$ cat src/hdl/assert_macros.svh
// Assertion helpers used by the back module.
`ifndef ASSERT_MACROS_SVH
`define ASSERT_MACROS_SVH

// The property must hold at every clock edge outside reset.
`define KVH_ASSERT(lbl, clk, rstn, prop) \
    lbl: assert property (@(posedge clk) disable iff (!rstn) prop) \
        else $error("kvh assertion failed");

// When the condition holds, the consequence must hold in the next cycle.
`define KVH_ASSERT_NEXT(lbl, clk, rstn, pre, post) \
    lbl: assert property (@(posedge clk) disable iff (!rstn) (pre) |=> (post)) \
        else $error("kvh assertion failed");

`endif

$ cat src/hdl/kvh_pkg.sv
`timescale 1ns / 1ps

package kvh_pkg;

    // Default sizes.
    localparam int TABLE_ENTRIES_DEF = 4096;
    localparam int MAX_PROBES_DEF    = 128;
    localparam int FILTER_BITS_DEF   = 16384;
    localparam int KEY_BYTES_DEF     = 24;
    localparam int VALUE_BYTES_DEF   = 24;

    // Fixed port geometry.
    localparam int FIELD_BYTES = 24;
    localparam int FIELD_W     = FIELD_BYTES * 8;
    localparam int Q_DEPTH     = 2;

    localparam logic [31:0] CRC_POLY = 32'hEDB88320;
    localparam logic [31:0] CRC_INIT = 32'hFFFFFFFF;

    typedef enum logic [1:0] {
        OP_SET    = 2'd0,
        OP_GET    = 2'd1,
        OP_EXISTS = 2'd2,
        OP_DELETE = 2'd3
    } t_op;

    typedef enum logic [2:0] {
        ST_OK     = 3'd0,
        ST_ABSENT = 3'd1,
        ST_BLOOM  = 3'd2,
        ST_BADLEN = 3'd3,
        ST_PROBE  = 3'd4
    } t_status;

    typedef enum logic [1:0] {
        FS_IDLE,
        FS_CRC,
        FS_MOD,
        FS_PUSH
    } t_front_state;

    typedef enum logic [2:0] {
        BS_CLEAR,
        BS_IDLE,
        BS_READ,
        BS_CMP,
        BS_ACT,
        BS_DONE
    } t_back_state;

    // A classified request as it travels from the front to the back.
    typedef struct packed {
        t_op                op;
        logic               bad;
        logic [4:0]         klen;
        logic [FIELD_W-1:0] key;
        logic [4:0]         vlen;
        logic [FIELD_W-1:0] val;
        logic [31:0]        hash;
        logic [15:0]        bidx;
    } t_req;

    // One result transaction.
    typedef struct packed {
        t_status            status;
        logic               was_present;
        logic [4:0]         read_length;
        logic [FIELD_W-1:0] read_bytes;
        logic [12:0]        entries;
    } t_res;

    // Keep the first len bytes of a byte string, zero the rest.
    function automatic logic [FIELD_W-1:0] trim_bytes(input logic [FIELD_W-1:0] d,
                                                      input logic [4:0] len);
        logic [FIELD_W-1:0] r;
        r = '0;
        for (int i = 0; i < FIELD_BYTES; i++) begin
            if (5'(i) < len) begin
                r[i*8 +: 8] = d[i*8 +: 8];
            end
        end
        return r;
    endfunction

    // One byte of reflected CRC-32, eight bit steps.
    function automatic logic [31:0] crc_byte(input logic [31:0] crc_in,
                                             input logic [7:0] b);
        logic [31:0] c;
        c = crc_in ^ {24'd0, b};
        for (int k = 0; k < 8; k++) begin
            c = (c >> 1) ^ (c[0] ? CRC_POLY : 32'd0);
        end
        return c;
    endfunction

endpackage

$ cat src/hdl/kvh_queue.sv
`timescale 1ns / 1ps

module kvh_queue (
    input  logic          i_clk,
    input  logic          i_rst_n,
    input  logic          i_push,
    input  kvh_pkg::t_req i_req,
    output logic          o_full,
    input  logic          i_pop,
    output kvh_pkg::t_req o_req,
    output logic          o_empty
);

    localparam int DEPTH = kvh_pkg::Q_DEPTH;
    localparam int PW    = $clog2(DEPTH);
    localparam int CW    = $clog2(DEPTH + 1);

    kvh_pkg::t_req r_mem [DEPTH];
    logic [PW-1:0] r_wr, r_rd;
    logic [CW-1:0] r_cnt;

    assign o_full  = (r_cnt == CW'(DEPTH));
    assign o_empty = (r_cnt == '0);
    assign o_req   = r_mem[r_rd];

    // Storage write.
    always_ff @(posedge i_clk) begin
        if (i_push) begin
            r_mem[r_wr] <= i_req;
        end
    end

    // Pointers and fill count.
    always_ff @(posedge i_clk) begin
        if (!i_rst_n) begin
            r_wr  <= '0;
            r_rd  <= '0;
            r_cnt <= '0;
        end else begin
            if (i_push) begin
                r_wr <= (r_wr == PW'(DEPTH - 1)) ? '0 : r_wr + PW'(1);
            end
            if (i_pop) begin
                r_rd <= (r_rd == PW'(DEPTH - 1)) ? '0 : r_rd + PW'(1);
            end
            if (i_push && !i_pop) begin
                r_cnt <= r_cnt + CW'(1);
            end else if (i_pop && !i_push) begin
                r_cnt <= r_cnt - CW'(1);
            end
        end
    end

endmodule

$ cat config.mk
export PLATFORM = sky130hd
export DESIGN_NAME = kvh_queue
export DESIGN_NICKNAME = d
export VERILOG_FILES = /design/src/hdl/assert_macros.svh /design/src/hdl/kvh_pkg.sv /design/src/hdl/kvh_queue.sv
export SDC_FILE = /design/constraint.sdc
export NUM_CORES = 1
export LEC_CHECK = 0
export ABC_CLOCK_PERIOD_IN_PS = 63500
export BUFFER_PORTS_ARGS = -buffer_cell sky130_fd_sc_hd__clkbuf_2
export CORE_AREA = 4 4 342 344
export CTS_CLUSTER_DIAMETER = 150
export DETAILED_ROUTE_END_ITERATION = 8
export DIE_AREA = 0 0 346 348
export PLACE_DENSITY = 0.58
export SLEW_MARGIN = 5
export SYNTH_ARGS = -nofsm -noshare
export SYNTH_HDL_FRONTEND = slang
export SYNTH_SLANG_ARGS = --single-unit
$ cat constraint.sdc
create_clock -name i_clk -period 63.5 [get_ports i_clk]
set_clock_uncertainty 0.2 [all_clocks]
set_input_delay 9.525 -clock i_clk [delete_from_list [all_inputs] [get_ports i_clk]]
set_output_delay 9.525 -clock i_clk [all_outputs]
set_load 0.03 [all_outputs]
==> metrics.md <==
| Metric | Value |
|---|---|
| Slew HR | `23.8%` |
| Port-buffer cells | `a little under 900` |
| Hold depth | `2` |
| CTS clk-pin slew, worst paths | `0.06 ns` |
| Ports | `roughly 900` |
| Measured slew at the worst slew-check pin | `~1.1 ns` |
| Final Hold Fails | `0` |
| Largest net degree at the start of global routing | `151` |
| Peak supply drop | `~0.026 mV` |
| Lkg Pwr | `about 16 nW` |
| Status | `finished clean` |
| Critical path's top delay family | `buffers and inverters` |
| Setup TNS | `0 ns` |
| Async set-reset flop share out of synthesis | `0%` |
| Vias in the first global route | `approximately 18k` |
| DR vias/cell | `between 4 and 5` |
| GRT Overall Usage | `around an eighth` |
| Remaining Overflow, GRT | `0` |
| Share of cells above drive strength 1 | `between 60 and 70%` |
| Reg2reg end | `r_mem[0][261]` |
| RSZ-0062 raised after global routing | `no` |
| Initial antenna violation count | `22` |
| Die width | `346 microns` |
| TritonCTS clock tree | `done` |
| Final setup fails | `0` |
| Synth Cell Area | `between 30000 and 40000 sq um` |
| Final WL | `between 70000 and 80000 microns` |
| Sequential fraction of the synthesis area | `82.5%` |
| R2r startpoint | `r_wr` |
| Clk root buf | `clkbuf_16` |
| Worst endpoint data arrival time | `4.71 ns` |
| Antenna viol nets, final | `0` |
| Clock latency on the worst-skew pair | `0.65 ns` |
| Total die area | `~120000 sq um` |
| Placer Congestion | `0.780` |
| Worst-path cell chain | `buf_4, buf_4, buf_4, mux2_2, clkbuf_2` |
| DR pass1 iterations | `4` |
| Tmin final | `14.44 ns` |
| Bufs and invs on worst path | `4` |
| Highest clock rate | `slightly below 70 MHz` |
| CP Class | `reg2out` |
| Pwr Density | `around 33 nW/um^2` |
| P&R area growth vs syn | `28.1%` |
| Number of setup buffers added after CTS | `0` |
| Worst stage delay on the critical path | `0.91 ns` |
| Max-slew violations | `0` |
| CP max-delay cell | `dfxtp_4` |
| Hold WC Path Type | `reg2reg` |
| Cell count after synthesis | `about 1.4k` |
| Die Y | `about 350 microns` |
| DR iter-0 viols | `approximately 820` |
| Count of flip-flops with a built-in enable after synthesis | `890` |
| Num CTS Buffers | `95` |
| Yosys reg bits | `slightly below 900` |
| Total area of sequential cells | `about 27000 sq um` |
| Syn_area_per_cell | `between 20 and 25 sq um` |
| Worst hold endpoint | `r_cnt[1]` |
| Syn Nets | `1857` |
| DR vias | `16.7k` |
| Worst Setup End Kind | `output pin` |
| Max FO, Critical Path | `65` |
| # DRC | `0` |
| Cell variety after synth | `18` |
| CTS Buffer Depth | `3` |
| Final #Nets | `about 2.8k` |
| R2R depth | `4` |
| Hold Crit Start | `r_cnt[1]` |
| First-pass GRT wire length | `115000 microns` |
| Req. time, crit path | `53.78 ns` |
| CTS Hold Buffers Added | `0` |
| Post-DP Area | `38700 sq um` |
| Total power | `between 1 and 1.5 mW` |
| Reg2reg setup slack | `between 50 and 60 ns` |
| Hold_ws | `between 0.3 and 0.4 ns` |
| YS warnings | `0` |
| FP Rows | `about 120` |
| Filler cells | `roughly 11k` |
| Worst Setup Start Kind | `register` |
| Initial Util | `between 20% and 30%` |
| Sink Count | `roughly 900` |
| Wirelength per Cell | `roughly 20 microns` |
| Fin util | `36.6%` |
| Core region area | `between 100000 and 150000 sq um` |
| Hpwl dp | `between 50000 and 60000 microns` |
| Period Utilization, post-route | `22.7%` |
| Max-cap violations | `0` |
| Post-synth top flop | `edfxtp_1` |
| Area of the multi-input gates | `5320 sq um` |
| Fin area | `between 40000 and 50000 sq um` |
| H-Tree Depth | `3` |
| Post-CTS resize count | `0` |
| CP most frequent cell | `buf_4` |
power by group:
| part | internal (mW) | total, mW | switching (mW) |
|---|---|---|---|
| combinational | 0.0614 | 0.181 | 0.120 |
| sequential | 0.684 | 0.692 | 0.00799 |
| clock | 0.298 | 0.519 | 0.221 |
logic make-up (layout without fill, tap and decap cells):
kind of cell	count (synthesis)	after routing	synth area share (%)
flip-flops	895	895	82.5
multiplexers	445	445	16.0
buffers and inverters	51	1085	1.15
AND/OR/NAND/NOR	9	9	0.165
AO/OA/AOI/OAI	3	3	0.0616
XOR/XNOR	3	3	0.0808
adder cells (fa/ha/maj)	1	1	0.0385
other	0	9	0
cells in the mapped netlist, drive strengths merged, types with 2 or more instances:
master | n | area share (%)
edfxtp | 890 | 82
dfxtp | 5 | 0.31
nor2b | 3 | 0.058
xor2 | 2 | 0.054
and2 | 4 | 0.077
mux2 | 445 | 16
buf | 50 | 1.1
routing by layer:
layer | routed length, microns | vias up | GRT usage, %
met5 | 103 | - | 0
met4 | 3010 | 16 | 5.29
met3 | 8030 | 163 | 5.64
met2 | 39800 | 692 | 21.6
met1 | 28700 | 8240 | 13.7
li1 | - | 7599 | -
how the worst max path moves through the flow:
stage,start,end,cells past startpoint
2_1_floorplan,i_push,r_wr,2
3_3_place_gp,i_push,r_mem[0][297],5
3_5_place_dp,i_push,r_mem[0][297],5
4_1_cts,register,o_req[221],5
5_1_grt,register,o_req[221],5
6_report,register,o_req[260],5
tightest hold or removal path: stages, from the launching register on:
cell      delay, ns
dfxtp_1        0.33
o21ai_0        0.07
a21boi_0       0.08
area by class of cell:
class | count | area share, %
Clock inverter | 51 | 0.992
Tap cell | 1512 | 4.54
Antenna cell | 9 | 0.0541
Clock buffer | 123 | 6.06
Timing Repair Buffer | 910 | 11.1
Multi-Input combinational cell | 461 | 12.8
Inverter | 1 | 0.00902
Sequential cell | 895 | 64.4
per-stage QoR:
step	cells	setup WS, ns
6_report	3962	49.06
3_3_place_gp	3779	49.47
3_5_place_dp	3779	49.48
2_1_floorplan	1407	33.17
4_1_cts	3953	48.92
5_1_grt	3960	48.77
cell usage in the layout, fill, tap and decap left out, types with 3 or more instances in the layout:
cell type and instances:
and2_1 3, clkinv_2 11, clkinv_4 3, mux2_4 50
clkbuf_2 895, buf_4 12, clkbuf_16 97, clkinv_1 25
buf_12 3, diode_2 9, dfxtp_1 4, clkinvlp_4 3
mux2_2 395, bufinv_16 4, edfxtp_1 890, clkbuf_1 26
state kept, by name (all words and copies together) (netlist names), named ones only:
name	count
r_mem	890
r_rd	1
r_cnt	2
r_wr	1
(Power assumes the default switching activity.)
