**src/hdl/assert_macros.svh**
```systemverilog
// Assertion helpers used by the back module.
`ifndef ASSERT_MACROS_SVH
`define ASSERT_MACROS_SVH

// The property must hold at every clock edge outside reset.
`define KVH_ASSERT(lbl, clk, rstn, prop) \
    lbl: assert property (@(posedge clk) disable iff (!rstn) prop) \
        else $error("kvh assertion failed");

// When the condition holds, the consequence must hold in the next cycle.
`define KVH_ASSERT_NEXT(lbl, clk, rstn, pre, post) \
    lbl: assert property (@(posedge clk) disable iff (!rstn) (pre) |=> (post)) \
        else $error("kvh assertion failed");

`endif

```
**src/hdl/kvh_pkg.sv**
```systemverilog
`timescale 1ns / 1ps

package kvh_pkg;

    // Default sizes.
    localparam int TABLE_ENTRIES_DEF = 4096;
    localparam int MAX_PROBES_DEF    = 128;
    localparam int FILTER_BITS_DEF   = 16384;
    localparam int KEY_BYTES_DEF     = 24;
    localparam int VALUE_BYTES_DEF   = 24;

    // Fixed port geometry.
    localparam int FIELD_BYTES = 24;
    localparam int FIELD_W     = FIELD_BYTES * 8;
    localparam int Q_DEPTH     = 2;

    localparam logic [31:0] CRC_POLY = 32'hEDB88320;
    localparam logic [31:0] CRC_INIT = 32'hFFFFFFFF;

    typedef enum logic [1:0] {
        OP_SET    = 2'd0,
        OP_GET    = 2'd1,
        OP_EXISTS = 2'd2,
        OP_DELETE = 2'd3
    } t_op;

    typedef enum logic [2:0] {
        ST_OK     = 3'd0,
        ST_ABSENT = 3'd1,
        ST_BLOOM  = 3'd2,
        ST_BADLEN = 3'd3,
        ST_PROBE  = 3'd4
    } t_status;

    typedef enum logic [1:0] {
        FS_IDLE,
        FS_CRC,
        FS_MOD,
        FS_PUSH
    } t_front_state;

    typedef enum logic [2:0] {
        BS_CLEAR,
        BS_IDLE,
        BS_READ,
        BS_CMP,
        BS_ACT,
        BS_DONE
    } t_back_state;

    // A classified request as it travels from the front to the back.
    typedef struct packed {
        t_op                op;
        logic               bad;
        logic [4:0]         klen;
        logic [FIELD_W-1:0] key;
        logic [4:0]         vlen;
        logic [FIELD_W-1:0] val;
        logic [31:0]        hash;
        logic [15:0]        bidx;
    } t_req;

    // One result transaction.
    typedef struct packed {
        t_status            status;
        logic               was_present;
        logic [4:0]         read_length;
        logic [FIELD_W-1:0] read_bytes;
        logic [12:0]        entries;
    } t_res;

    // Keep the first len bytes of a byte string, zero the rest.
    function automatic logic [FIELD_W-1:0] trim_bytes(input logic [FIELD_W-1:0] d,
                                                      input logic [4:0] len);
        logic [FIELD_W-1:0] r;
        r = '0;
        for (int i = 0; i < FIELD_BYTES; i++) begin
            if (5'(i) < len) begin
                r[i*8 +: 8] = d[i*8 +: 8];
            end
        end
        return r;
    endfunction

    // One byte of reflected CRC-32, eight bit steps.
    function automatic logic [31:0] crc_byte(input logic [31:0] crc_in,
                                             input logic [7:0] b);
        logic [31:0] c;
        c = crc_in ^ {24'd0, b};
        for (int k = 0; k < 8; k++) begin
            c = (c >> 1) ^ (c[0] ? CRC_POLY : 32'd0);
        end
        return c;
    endfunction

endpackage

```
**src/hdl/kvh_front.sv**
```systemverilog
`timescale 1ns / 1ps

module kvh_front #(
    parameter int KEY_BYTES   = kvh_pkg::KEY_BYTES_DEF,
    parameter int VALUE_BYTES = kvh_pkg::VALUE_BYTES_DEF,
    parameter int FILTER_BITS = kvh_pkg::FILTER_BITS_DEF
) (
    input  logic                        i_clk,
    input  logic                        i_rst_n,
    input  logic                        i_valid,
    output logic                        o_stall,
    input  logic [1:0]                  i_operation,
    input  logic [4:0]                  i_key_length,
    input  logic [kvh_pkg::FIELD_W-1:0] i_key,
    input  logic [4:0]                  i_value_length,
    input  logic [kvh_pkg::FIELD_W-1:0] i_value,
    output logic                        o_push,
    output kvh_pkg::t_req               o_req,
    input  logic                        i_full
);

    localparam int RW        = $clog2(FILTER_BITS) + 1;
    localparam int MOD_BITS  = 4;
    localparam int MOD_STEPS = 32 / MOD_BITS;

    kvh_pkg::t_front_state r_state, n_state;
    kvh_pkg::t_req         r_req;
    logic [31:0]           r_crc;
    logic [kvh_pkg::FIELD_W-1:0] r_shift;
    logic [4:0]            r_cnt;
    logic [RW-1:0]         r_rem;
    logic [2:0]            r_mcnt;

    logic        w_acc;
    logic        w_bad;
    logic        w_crc_last;
    logic        w_mod_last;
    logic [31:0] w_crc;
    logic [RW-1:0] w_rem;

    // Length check and accept.
    assign w_acc = i_valid && (r_state == kvh_pkg::FS_IDLE);
    assign w_bad = (i_key_length == 5'd0) || (i_key_length > 5'(KEY_BYTES)) ||
                   ((i_operation == kvh_pkg::OP_SET) &&
                    ((i_value_length == 5'd0) || (i_value_length > 5'(VALUE_BYTES))));

    // One key byte of CRC per cycle.
    assign w_crc      = kvh_pkg::crc_byte(r_crc, r_shift[7:0]);
    assign w_crc_last = (r_cnt == (r_req.klen - 5'd1));
    assign w_mod_last = (r_mcnt == 3'(MOD_STEPS - 1));

    // Bloom index: hash remainder, four hash bits per cycle, MSB first.
    always_comb begin
        logic [RW-1:0] rem;
        rem = r_rem;
        for (int k = 0; k < MOD_BITS; k++) begin
            rem = {rem[RW-2:0], r_crc[31-k]};
            if (rem >= RW'(FILTER_BITS)) begin
                rem = rem - RW'(FILTER_BITS);
            end
        end
        w_rem = rem;
    end

    // Next state.
    always_comb begin
        n_state = r_state;
        unique case (r_state)
            kvh_pkg::FS_IDLE: begin
                if (w_acc) begin
                    n_state = w_bad ? kvh_pkg::FS_PUSH : kvh_pkg::FS_CRC;
                end
            end
            kvh_pkg::FS_CRC: begin
                if (w_crc_last) begin
                    n_state = kvh_pkg::FS_MOD;
                end
            end
            kvh_pkg::FS_MOD: begin
                if (w_mod_last) begin
                    n_state = kvh_pkg::FS_PUSH;
                end
            end
            kvh_pkg::FS_PUSH: begin
                if (!i_full) begin
                    n_state = kvh_pkg::FS_IDLE;
                end
            end
            default: n_state = kvh_pkg::FS_IDLE;
        endcase
    end

    // Outputs.
    always_comb begin
        o_stall = (r_state != kvh_pkg::FS_IDLE);
        o_push  = (r_state == kvh_pkg::FS_PUSH) && !i_full;
    end

    assign o_req = r_req;

    always_ff @(posedge i_clk) begin
        if (!i_rst_n) begin
            r_state <= kvh_pkg::FS_IDLE;
        end else begin
            r_state <= n_state;
        end
    end

    // Request datapath.
    always_ff @(posedge i_clk) begin
        unique case (r_state)
            kvh_pkg::FS_IDLE: begin
                if (w_acc) begin
                    r_req.op   <= kvh_pkg::t_op'(i_operation);
                    r_req.bad  <= w_bad;
                    r_req.klen <= i_key_length;
                    r_req.key  <= kvh_pkg::trim_bytes(i_key, i_key_length);
                    r_req.vlen <= i_value_length;
                    r_req.val  <= kvh_pkg::trim_bytes(i_value, i_value_length);
                    r_shift    <= kvh_pkg::trim_bytes(i_key, i_key_length);
                    r_crc      <= kvh_pkg::CRC_INIT;
                    r_cnt      <= 5'd0;
                end
            end
            kvh_pkg::FS_CRC: begin
                r_shift <= r_shift >> 8;
                r_cnt   <= r_cnt + 5'd1;
                if (w_crc_last) begin
                    r_crc      <= ~w_crc;
                    r_req.hash <= ~w_crc;
                    r_rem      <= '0;
                    r_mcnt     <= 3'd0;
                end else begin
                    r_crc <= w_crc;
                end
            end
            kvh_pkg::FS_MOD: begin
                r_rem  <= w_rem;
                r_crc  <= r_crc << MOD_BITS;
                r_mcnt <= r_mcnt + 3'd1;
                if (w_mod_last) begin
                    r_req.bidx <= 16'(w_rem);
                end
            end
            default: begin
            end
        endcase
    end

endmodule

```
**config.mk**
```make
export PLATFORM = sky130hd
export DESIGN_NAME = kvh_front
export DESIGN_NICKNAME = d
export VERILOG_FILES = /design/src/hdl/assert_macros.svh /design/src/hdl/kvh_pkg.sv /design/src/hdl/kvh_front.sv
export SDC_FILE = /design/constraint.sdc
export NUM_CORES = 1
export LEC_CHECK = 0
export BUFFER_PORTS_ARGS = -buffer_cell sky130_fd_sc_hd__buf_2
export CAP_MARGIN = 20
export CORE_AREA = 5 5 330 332
export CTS_BUF_LIST = sky130_fd_sc_hd__clkbuf_8
export DETAILED_ROUTE_END_ITERATION = 7
export DIE_AREA = 0 0 335 337
export GPL_TIMING_DRIVEN = 0
export PLACE_DENSITY_LB_ADDON = 0.15
export RECOVER_POWER = 50
export SLEW_MARGIN = 15
export SYNTH_ARGS = -nofsm -noshare
export SYNTH_HDL_FRONTEND = slang
export SYNTH_SLANG_ARGS = --single-unit
```
**constraint.sdc**
```tcl
create_clock -name i_clk -period 29.4 [get_ports i_clk]
set_input_delay 1.47 -clock i_clk [delete_from_list [all_inputs] [get_ports i_clk]]
set_output_delay 1.47 -clock i_clk [all_outputs]
set_load 0.02 [all_outputs]
```
==> results.toml, run 1 <==
[worst_setup_path]
crit_arrival_ns = 7.84
startpoint = "r_state[1]$_SDFFE_PN0P_"
timing.rr.end = "o_req[67]$_SDFFCE_PP0P_"
start_kind = "flip-flop"
r2r_cells = 10
end_kind = "flip-flop"
crit_required_ns = 29.88
reg2reg_setup_slack_ns = 22.04
path_class = "flip-flop to flip-flop"
r2r-start = "r_state[1]$_SDFFE_PN0P_"
cp_max_fo = 28

[pwr]
clkPwrFrac_pct = 22.3
powerDensity_mw_per_mm2 = 111.4
ir_drop_v = 0.00007147
p_seq_share_pct = 41.0
internal_power_w = 0.002541
combPwrFrac_pct = 36.7
total_leakage_power_nw = 14.03
power.switching_w = 0.001492
swShare_pct = 36.99

[synthesis]
synth-edff-count = 686
async_flop_share_pct = 0
yosysTopAreaCellShare_pct = 74.37
synth-main-ff-cell = "edfxtp_1"
synth.top_cells.by_area = "edfxtp_1 (74%), mux2_2 (7.2%), and2_1 (6.7%), nor2b_1 (2.3%), xnor2_1 (2.1%)"
syn_area_per_cell_um2 = 17.13
synth_seq_cells = 688
ys_seq_area_share_pct = 74.52
synth.top_cells.by_count = "edfxtp_1 (686), and2_1 (296), mux2_2 (177)"
synth_warnings = 0
synth.distinct_cells = 46
synth_largest_area_cell = "edfxtp_1"
synth_cells = 1617
yosysMostFrequentCell = "edfxtp_1"
synthesis.area_mm2 = 0.02770

[cts]
htreeDepth = 4
cts_resized = 0
cts_buffer_depth = 3
cts_root_buf = "clkbuf_8"
cts.sinks = 688
ctsHoldBuffers = 0
worstSkewPairLatency_ns = 0.81
postCtsSetupBuffers = 0
cts_made_buffers = 132
cts_tree = "done"
path_clk_slew_ns = 0.06

[detailed_routing]
wire_per_inst_um = 25.93
routed_wirelength_um = 107300
initialDrtViolationCount = 1113
drtPass1Iterations = 5
antenna_left = 0
vias = 17860
viasPerCell = 4.318
drc_errors = 0

[grt]
grt_start_max_net_pins = 57
global_route.usage.total_pct = 18.28
grt_pass1_wl_um = 146000
antenna_found_initial = 31
first_global_vias = 19190
overflow = 0

[floorplanning]
coreArea_mm2 = 0.1060
num_rows = 120
boundaryPins = 847
initial_core_util_pct = 26.13
die_area_mm2 = 0.1129
die_h_um = 337
die_w_um = 335

[placed_design]
dp.final_hpwl_um = 84130
dp_cells = 3891
port_buffers = 845
gp_congestion = 0.8781

[finish]
layout.cells.non_filler = 4137
layout-drive-gt1-share_pct = 42.38
final_util_pct = 34.15
num-nets-final = 3032
nFillCells = 10690
multi_input_area_mm2 = 0.006686
seqCellArea_mm2 = 0.02064
area_growth_pct = 30.71

[sta]
tightest_slew_ns = 1.729
slew_viol_final = 180
finalHoldViolCount = 0
clock_skew_ns = 0.04242
fin_setup_tns_ns = 0
slew_headroom_pct = -15.28
setup_viol = 0
fin_crit_ns = 7.357
grt_setup_unrepaired = "false"
fin_crit_sh_pct = 25.03
fmax_ghz = 0.1359

[min_path]
holdCritStartpoint = "r_rem[6]$_SDFFCE_PN0P_"
hold_path_end = "o_req[10]$_DFFE_PP_"
min_path_cells = 0
hold_class = "flip-flop to flip-flop"

[flow_run]
cap_violations = 9

[outcome]
outcome = "complete, but fails checks"
violations = "capacitance limit, slew limit"
[power groups by stage]
stage	clock network, W	registers (W)	logic [W]
detailed placement	0	0.00167	0.00158
CTS	0.000935	0.00165	0.00159
finish	0.000901	0.00165	0.00148
global route	0.000976	0.00168	0.00158
floorplan	0	0.00192	0.000832
global placement	0	0.00187	0.00150
[sequential cells by signal (all words and copies together), names as in the netlist]
signal,count
r_rem,10
r_shift,192
r_mcnt,3
r_state,2
r_cnt,5
r_crc,32
o_req,444
[critical path: stages (launching register included)]
cell      delay, ns
dfxtp_1        0.34
inv_1          0.10
ha_1           0.27
inv_1          0.13
nor2_1         0.91
clkbuf_1       1.16
clkbuf_1       1.23
clkbuf_1       1.24
clkbuf_1       1.16
buf_16         0.26
buf_16         0.20
[cell families after synthesis]
| kind of cell | after synthesis | share of synthesized area (%) |
|---|---|---|
| other cells | 1 | 0.01354 |
| flops | 688 | 74.52 |
| simple gates | 497 | 10.67 |
| fa+ha+maj | 8 | 0.3614 |
| mux | 179 | 7.268 |
| compound gates | 66 | 1.988 |
| buf+inv | 66 | 0.9215 |
| xor+xnor | 112 | 4.255 |
[cell type report]
| class | count | share of cell area (%) |
|---|---|---|
| well taps | 1403 | 4.849 |
| clock inverters | 99 | 1.617 |
| inverters | 10 | 0.1037 |
| diodes | 11 | 0.07603 |
| flip-flops and latches | 688 | 57.01 |
| clock buffers | 134 | 5.094 |
| repair buffers | 872 | 12.18 |
| multi-input cells | 864 | 18.47 |
| plain buffers | 56 | 0.6013 |
[placed cells by master, fill, tap and decap left out, types with 34 or more instances in the layout]
master / instances
nor2b_1: 103
clkbuf_1: 119
edfxtp_1: 686
and2_0: 231
and2_1: 65
buf_2: 798
xnor2_1: 75
clkinv_1: 34
inv_1: 45
mux2_2: 174
clkbuf_8: 134
[through the flow]
step	total power, W	setup slack (ns)	cell area (µm²)	hold slack (ns)
after floorplan	0.002754	6.817	27700	0.4003
after global placement	0.003366	-2.965	33690	0.4081
after detailed placement	0.003248	25.18	34280	0.4102
after CTS	0.004184	25.52	36710	0.4241
after global routing	0.004239	21.50	36190	0.4283
final	0.004033	22.04	36200	0.4226
[worst max-delay path by stage]
stage,endpoint,slack (ns),cells after the start
3_3_place_gp,r_shift[104]$_DFFE_PP_,-2.97,4
2_1_floorplan,r_cnt[0]$_SDFFCE_PN0P_,6.82,3
5_1_grt,o_req[185]$_SDFFCE_PP0P_,21.50,10
4_1_cts,r_shift[96]$_DFFE_PP_,25.52,9
3_5_place_dp,r_shift[112]$_DFFE_PP_,25.18,9
6_report,o_req[67]$_SDFFCE_PP0P_,22.04,10
[layer usage]
metal | track usage [%] | vias to the layer above | routed length, µm
li1 | - | 8004 | -
met1 | 22.72 | 8905 | 44010
met2 | 30.79 | 792 | 52280
met3 | 5.966 | 145 | 8820
met4 | 4.902 | 18 | 2036
met5 | 0 | - | 135
Note: power is estimated with default switching activity, not from simulation.
==> run 2, diff against run 1 <==
ABC_AREA = 1   (was unset)
CORE_AREA = 5 5 327 329   (was 5 5 330 332)
DIE_AREA = 0 0 332 334   (was 0 0 335 337)
clock period = 6.3 ns   (was 29.4 ns; I/O delays follow)
==> run 2 against run 1 <==
  * The run still ends with capacitance limit, slew limit left
  * First-iteration DRC count is 40% higher
  * Clock power grew to 4.5 times the previous value
  * Area after synthesis grew 4.0%
  * Final cell count grew 32%
  * Non-clock buffer count rose by 408
  * Clock-buffer cell count unchanged
  * Flip-flop and latch count unchanged
  * Highest routed layer unchanged
  * Via count grew 29%
  * Synthesized cell count grew 59%
==> results.toml, run 2 <==
[sta]
whs_ns = 0.1265
finalHoldViolCount = 0
fin_crit_sh_pct = 65.59
fmax_ghz = 0.2420
fin_setup_tns_ns = 0
slew_viol_final = 28
fin_crit_ns = 4.132
grt_setup_unrepaired = "false"
clock_skew_ns = 0.02687
setup_viol = 0
tightest_slew_ns = 2.030
slew_headroom_pct = -36.37

[detailed_routing]
initialDrtViolationCount = 1561
drc_errors = 0
drtPass1Iterations = 7
wire_per_inst_um = 22.77
antenna_left = 0
routed_wirelength_um = 124200
vias = 23090
viasPerCell = 4.234

[synthesis]
yosysTopAreaCellShare_pct = 71.50
ys_seq_area_share_pct = 71.64
async_flop_share_pct = 0
synth-main-ff-cell = "edfxtp_1"
synth_cells = 2566
synth_seq_cells = 688
syn_area_per_cell_um2 = 11.23
synth_warnings = 0
yosysMostFrequentCell = "nand2_1"
synthesis.area_mm2 = 0.02881
synth.top_cells.by_count = "nand2_1 (700), edfxtp_1 (686), inv_1 (457)"
synth_largest_area_cell = "edfxtp_1"
synth.distinct_cells = 44
synth.top_cells.by_area = "edfxtp_1 (72%), nand2_1 (9.1%), inv_1 (6.0%), nor2_1 (4.6%), xor2_1 (1.1%)"
synth-edff-count = 686

[cts]
htreeDepth = 4
ctsHoldBuffers = 398
cts.sinks = 688
cts_buffer_depth = 3
cts_root_buf = "clkbuf_8"
cts_made_buffers = 132
postCtsSetupBuffers = 0
worstSkewPairLatency_ns = 0.81
path_clk_slew_ns = 0.05
cts_resized = 0
cts_tree = "done"

[grt]
grt_start_max_net_pins = 42
gr-usage-met2_pct = 36.93
grt_use_met1_pct = 25.84
grt.busiest_layer = "met2"
first_global_vias = 23910
overflow = 0
grt_pass1_wl_um = 172400
antenna_found_initial = 23
use_met3_pct = 7.140
global_route.usage.total_pct = 21.72

[floorplanning]
die_area_mm2 = 0.1109
coreArea_mm2 = 0.1032
die_h_um = 334
num_rows = 118
boundaryPins = 847
die_w_um = 332
initial_core_util_pct = 27.92

[pwr]
internal_power_w = 0.01113
power.switching_w = 0.007502
p_seq_share_pct = 40.4
p_total_w = 0.01863
powerDensity_mw_per_mm2 = 455.0
ir_drop_v = 0.0001823
combPwrFrac_pct = 37.7
clkPwrFrac_pct = 21.9
swShare_pct = 40.27
total_leakage_power_nw = 18.00

[placed_design]
dp.final_hpwl_um = 95860
gp_congestion = 1.002
dp_cells = 4820
port_buffers = 845

[flow_run]
cap_violations = 2

[finish]
largest_reg_flops = 444
area_growth_pct = 42.10
num-nets-final = 4380
final_util_pct = 39.67
nFillCells = 10460
final_common_cell = "nand2_1"
layout.cells.non_filler = 5453
layout-drive-gt1-share_pct = 15.52
layout_common_cells = "nand2_1 (714), edfxtp_1 (686), inv_1 (513)"

[worst_setup_path]
start_kind = "flip-flop"
crit_required_ns = 6.78
path_class = "flip-flop to flip-flop"
end_kind = "flip-flop"
cp_max_fo = 35
crit_arrival_ns = 4.61

[outcome]
violations = "capacitance limit, slew limit"
outcome = "complete, but fails checks"

[min_path]
hold_class = "primary input to flip-flop"
[run 2: cells by family (layout without fill, tap and decap cells)]
family | after synthesis | after routing | share of synthesized area, %
compound gates | 107 | 107 | 2.015
xor+xnor | 65 | 65 | 2.419
flops | 688 | 688 | 71.64
simple gates | 1148 | 1148 | 16.21
fa+ha+maj | 8 | 8 | 0.3475
buf+inv | 549 | 2042 | 7.353
other cells | 1 | 15 | 0.01302
[run 2: path summary, 6_finish.rpt]
| path | end | slack (ns) | cells after the start | from |
|---|---|---|---|---|
| max | o_req[79]$_SDFFCE_PP0P_ | 2.17 | 9 | r_state[0]$_SDFFE_PN0P_ |
| min | o_req[82]$_SDFFCE_PP0P_ | 0.13 | 3 | i_value[34] |
| max reg2reg | o_req[79]$_SDFFCE_PP0P_ | 2.17 | 9 | r_state[0]$_SDFFE_PN0P_ |
| min reg2reg | o_req[11]$_DFFE_PP_ | 0.42 | 0 | r_rem[7]$_SDFFCE_PN0P_ |
[run 2: layout make-up]
| class | count | area (µm²) | area share (%) |
|---|---|---|---|
| inverters | 484 | 1832 | 4.475 |
| multi-input cells | 1330 | 5906 | 14.43 |
| clock inverters | 88 | 478.0 | 1.168 |
| well taps | 1380 | 1727 | 4.218 |
| flip-flops and latches | 688 | 20640 | 50.42 |
| diodes | 13 | 32.53 | 0.07947 |
| clock buffers | 134 | 1844 | 4.505 |
| plain buffers | 65 | 275.3 | 0.6724 |
| repair buffers | 1271 | 8202 | 20.03 |
[run 2: power by group through the flow]
stage	logic, W	clock network [W]	registers, W
2_1_floorplan	0.00353	0	0.00853
3_3_place_gp	0.00675	0	0.00812
3_5_place_dp	0.00729	0	0.00758
4_1_cts	0.00755	0.00423	0.00751
5_1_grt	0.00767	0.00443	0.00763
6_report	0.00703	0.00408	0.00752
[run 2: stage by stage]
| step | area (µm²) | worst slack, ns |
|---|---|---|
| floorplan | 28840 | -0.6721 |
| global placement | 34800 | -4.745 |
| detailed placement | 35430 | 3.117 |
| CTS | 41740 | 3.093 |
| global route | 40920 | 1.872 |
| finish | 40940 | 2.168 |
[run 2: worst max-delay path, stage by stage (launching register included)]
cell	delay, ns
dfxtp_1	0.33
inv_1	0.11
ha_1	0.34
nand2_1	0.18
clkinvlp_2	0.48
clkbuf_1	1.31
buf_16	0.26
buf_12	0.24
buf_12	0.24
buf_12	0.25
[run 2: routing by layer]
layer / vias up / wire [µm]
li1: 10990 / -
met1: 11000 / 50200
met2: 898 / 59860
met3: 195 / 9592
met4: 10 / 4474
met5: - / 64
==> run 3, diff against run 2 <==
clock period = 4.1 ns   (was 6.3 ns; I/O delays follow)
==> run 3 against run 2 <==
  * The run still ends with capacitance limit, slew limit left
  * First-iteration DRC count grew 1.9%
  * Sequential power grew 54%
  * Die area is the same
  * Global-route usage shrank 0.29 points
  * Clock power grew 52%
  * Critical path type unchanged
  * Largest cell class unchanged
==> results.toml, run 3 (synthesized netlist as in run 2, its figures left out) <==
[outcome]
outcome = "complete, but fails checks"
violations = "capacitance limit, slew limit"

[floorplanning]
die_w_um = 332
num_rows = 118
die_area_mm2 = 0.1109
coreArea_mm2 = 0.1032
boundaryPins = 847
initial_core_util_pct = 27.92
die_h_um = 334

[grt]
first_global_vias = 23740
overflow = 0
global_route.usage.total_pct = 21.43
grt_start_max_net_pins = 42
antenna_found_initial = 19
grt_pass1_wl_um = 170900

[placed_design]
dp.final_hpwl_um = 94290
port_buffers = 845
dp_cells = 4821
dpl-instance-area_mm2 = 0.03544
gp_congestion = 0.9253

[cts]
cts_made_buffers = 132
ctsHoldBuffers = 401
cts.sinks = 688
cts_tree = "done"
cts_root_buf = "clkbuf_8"
path_clk_slew_ns = 0.06
cts_buffer_depth = 3
postCtsSetupBuffers = 0
worstSkewPairLatency_ns = 0.78
cts_resized = 0
htreeDepth = 4

[worst_setup_path]
r2r_cells = 6
slowest_stage = "clkbuf_1"
cp_max_fo = 37
start_kind = "flip-flop"
r2r-start = "r_state[1]$_SDFFE_PN0P_"
end_kind = "flip-flop"
cpPeakStageDelay_ns = 1.50
path_buf_inv = 4
crit_required_ns = 4.45
cp_cell_sequence = "inv_1 > ha_1 > nand2_1 > clkinvlp_2 > buf_12 > clkbuf_1"
reg2reg_setup_slack_ns = 0.62
timing.rr.end = "o_req[171]$_SDFFCE_PN0P_"
path_class = "flip-flop to flip-flop"
crit_family = "buffers and inverters"
crit_arrival_ns = 3.83

[detailed_routing]
drt-met1-wl_um = 49900
drc_errors = 0
routed_wirelength_um = 122900
vias = 23180
top_layer = "met5"
wl_met2_um = 59030
wire_per_inst_um = 22.50
initialDrtViolationCount = 1591
drtPass1Iterations = 5
viasPerCell = 4.242
antenna_left = 0
wl_met3_um = 9343

[sta]
grt_setup_unrepaired = "false"
setup_viol = 0
slew_viol_final = 48
tightest_slew_ns = 2.067
fmax_ghz = 0.2875
fin_crit_ns = 3.478
finalHoldViolCount = 0
slew_headroom_pct = -37.81
fin_crit_sh_pct = 84.83
clock_skew_ns = 0.02835

[min_path]
hold_class = "primary input to flip-flop"
min_path_cells = 2
hold_path_end = "o_req[444]$_DFFE_PP_"
holdCritStartpoint = "i_operation[1]"

[pwr]
total_leakage_power_nw = 18.01
powerDensity_mw_per_mm2 = 699.8
ir_drop_v = 0.0002622

[finish]
layout-drive-gt1-share_pct = 15.78
final_common_cell = "nand2_1"
seqCellArea_mm2 = 0.02064
layout_common_cells = "nand2_1 (712), edfxtp_1 (686), inv_1 (507)"
stdcell_area_mm2 = 0.04102
nFillCells = 10550
num-nets-final = 4385
layout.cells.non_filler = 5463
multi_input_area_mm2 = 0.005944
largest_reg_flops = 444
area_growth_pct = 42.39

[flow_run]
cap_violations = 2
[run 3: cell types whose count changed in the layout (fill, tap and decap cells not counted), moves of 3 or more]
cell           before  now
dlygate4sd3_1     398  401
inv_1             513  507
clkinv_2            4    9
clkinv_1           26   34
[run 3: stage by stage]
step / worst slack (ns) / hold slack (ns) / util (%) / power [W] / TNS (ns)
2_1_floorplan: -2.872 / 0.3039 / - / 0.01846 / -1621.75
3_3_place_gp: -6.925 / 0.4005 / 33.72 / 0.02126 / -3985.63
3_5_place_dp: 1.133 / 0.4042 / 34.34 / 0.02291 / 0
4_1_cts: 1.027 / 0.1153 / 40.45 / 0.02961 / 0
5_1_grt: 0.4609 / 0.1796 / 39.73 / 0.03036 / 0
6_report: 0.6219 / 0.2473 / 39.75 / 0.02871 / 0
[run 3: final cells by class]
class                           instances  share of cell area, %
Antenna cell                           14                0.08540
Buffer                                 65                 0.6680
Clock buffer                          136                  4.563
Clock inverter                         90                  1.025
Inverter                              484                  4.481
Multi-Input combinational cell       1330                  14.49
Sequential cell                       688                  50.32
Tap cell                             1380                  4.209
Timing Repair Buffer                 1276                  20.16
[run 3: per-layer routing]
metal / vias to the layer above / global-route usage (%)
met2: 910 / 36.32
met3: 237 / 6.382
met4: 10 / 7.672
met1: 11030 / 26.08
met5: - / 0
li1: 10990 / -
[run 3: worst max-delay path by stage]
stage	from	end	slack [ns]	cells past startpoint
2_1_floorplan	r_state[0]$_SDFFE_PN0P_	o_req[100]$_SDFFCE_PP0P_	-2.87	4
3_3_place_gp	r_state[0]$_SDFFE_PN0P_	o_req[352]$_DFFE_PP_	-6.93	4
3_5_place_dp	r_state[1]$_SDFFE_PN0P_	r_shift[111]$_DFFE_PP_	1.13	8
4_1_cts	o_req[437]$_DFFE_PP_	r_state[1]$_SDFFE_PN0P_	1.03	14
5_1_grt	r_state[1]$_SDFFE_PN0P_	o_req[171]$_SDFFCE_PN0P_	0.46	6
6_report	r_state[1]$_SDFFE_PN0P_	o_req[171]$_SDFFCE_PN0P_	0.62	6
[run 3: power breakdown]
group          total, W  internal, W  switching, W  leakage (nW)
logic            0.0109      0.00309       0.00786          10.1
registers        0.0116       0.0109      0.000671          6.63
clock network   0.00619      0.00313       0.00307          1.31
total            0.0287       0.0171        0.0116          18.0
[run 3: worst reg2reg max path: cells and delay by family (launching register included)]
kind                     cells  cell delay [ns]
adder cells (fa/ha/maj)      1             0.34
buffers and inverters        4             2.19
AND/OR/NAND/NOR              1             0.18
flip-flops                   1             0.33
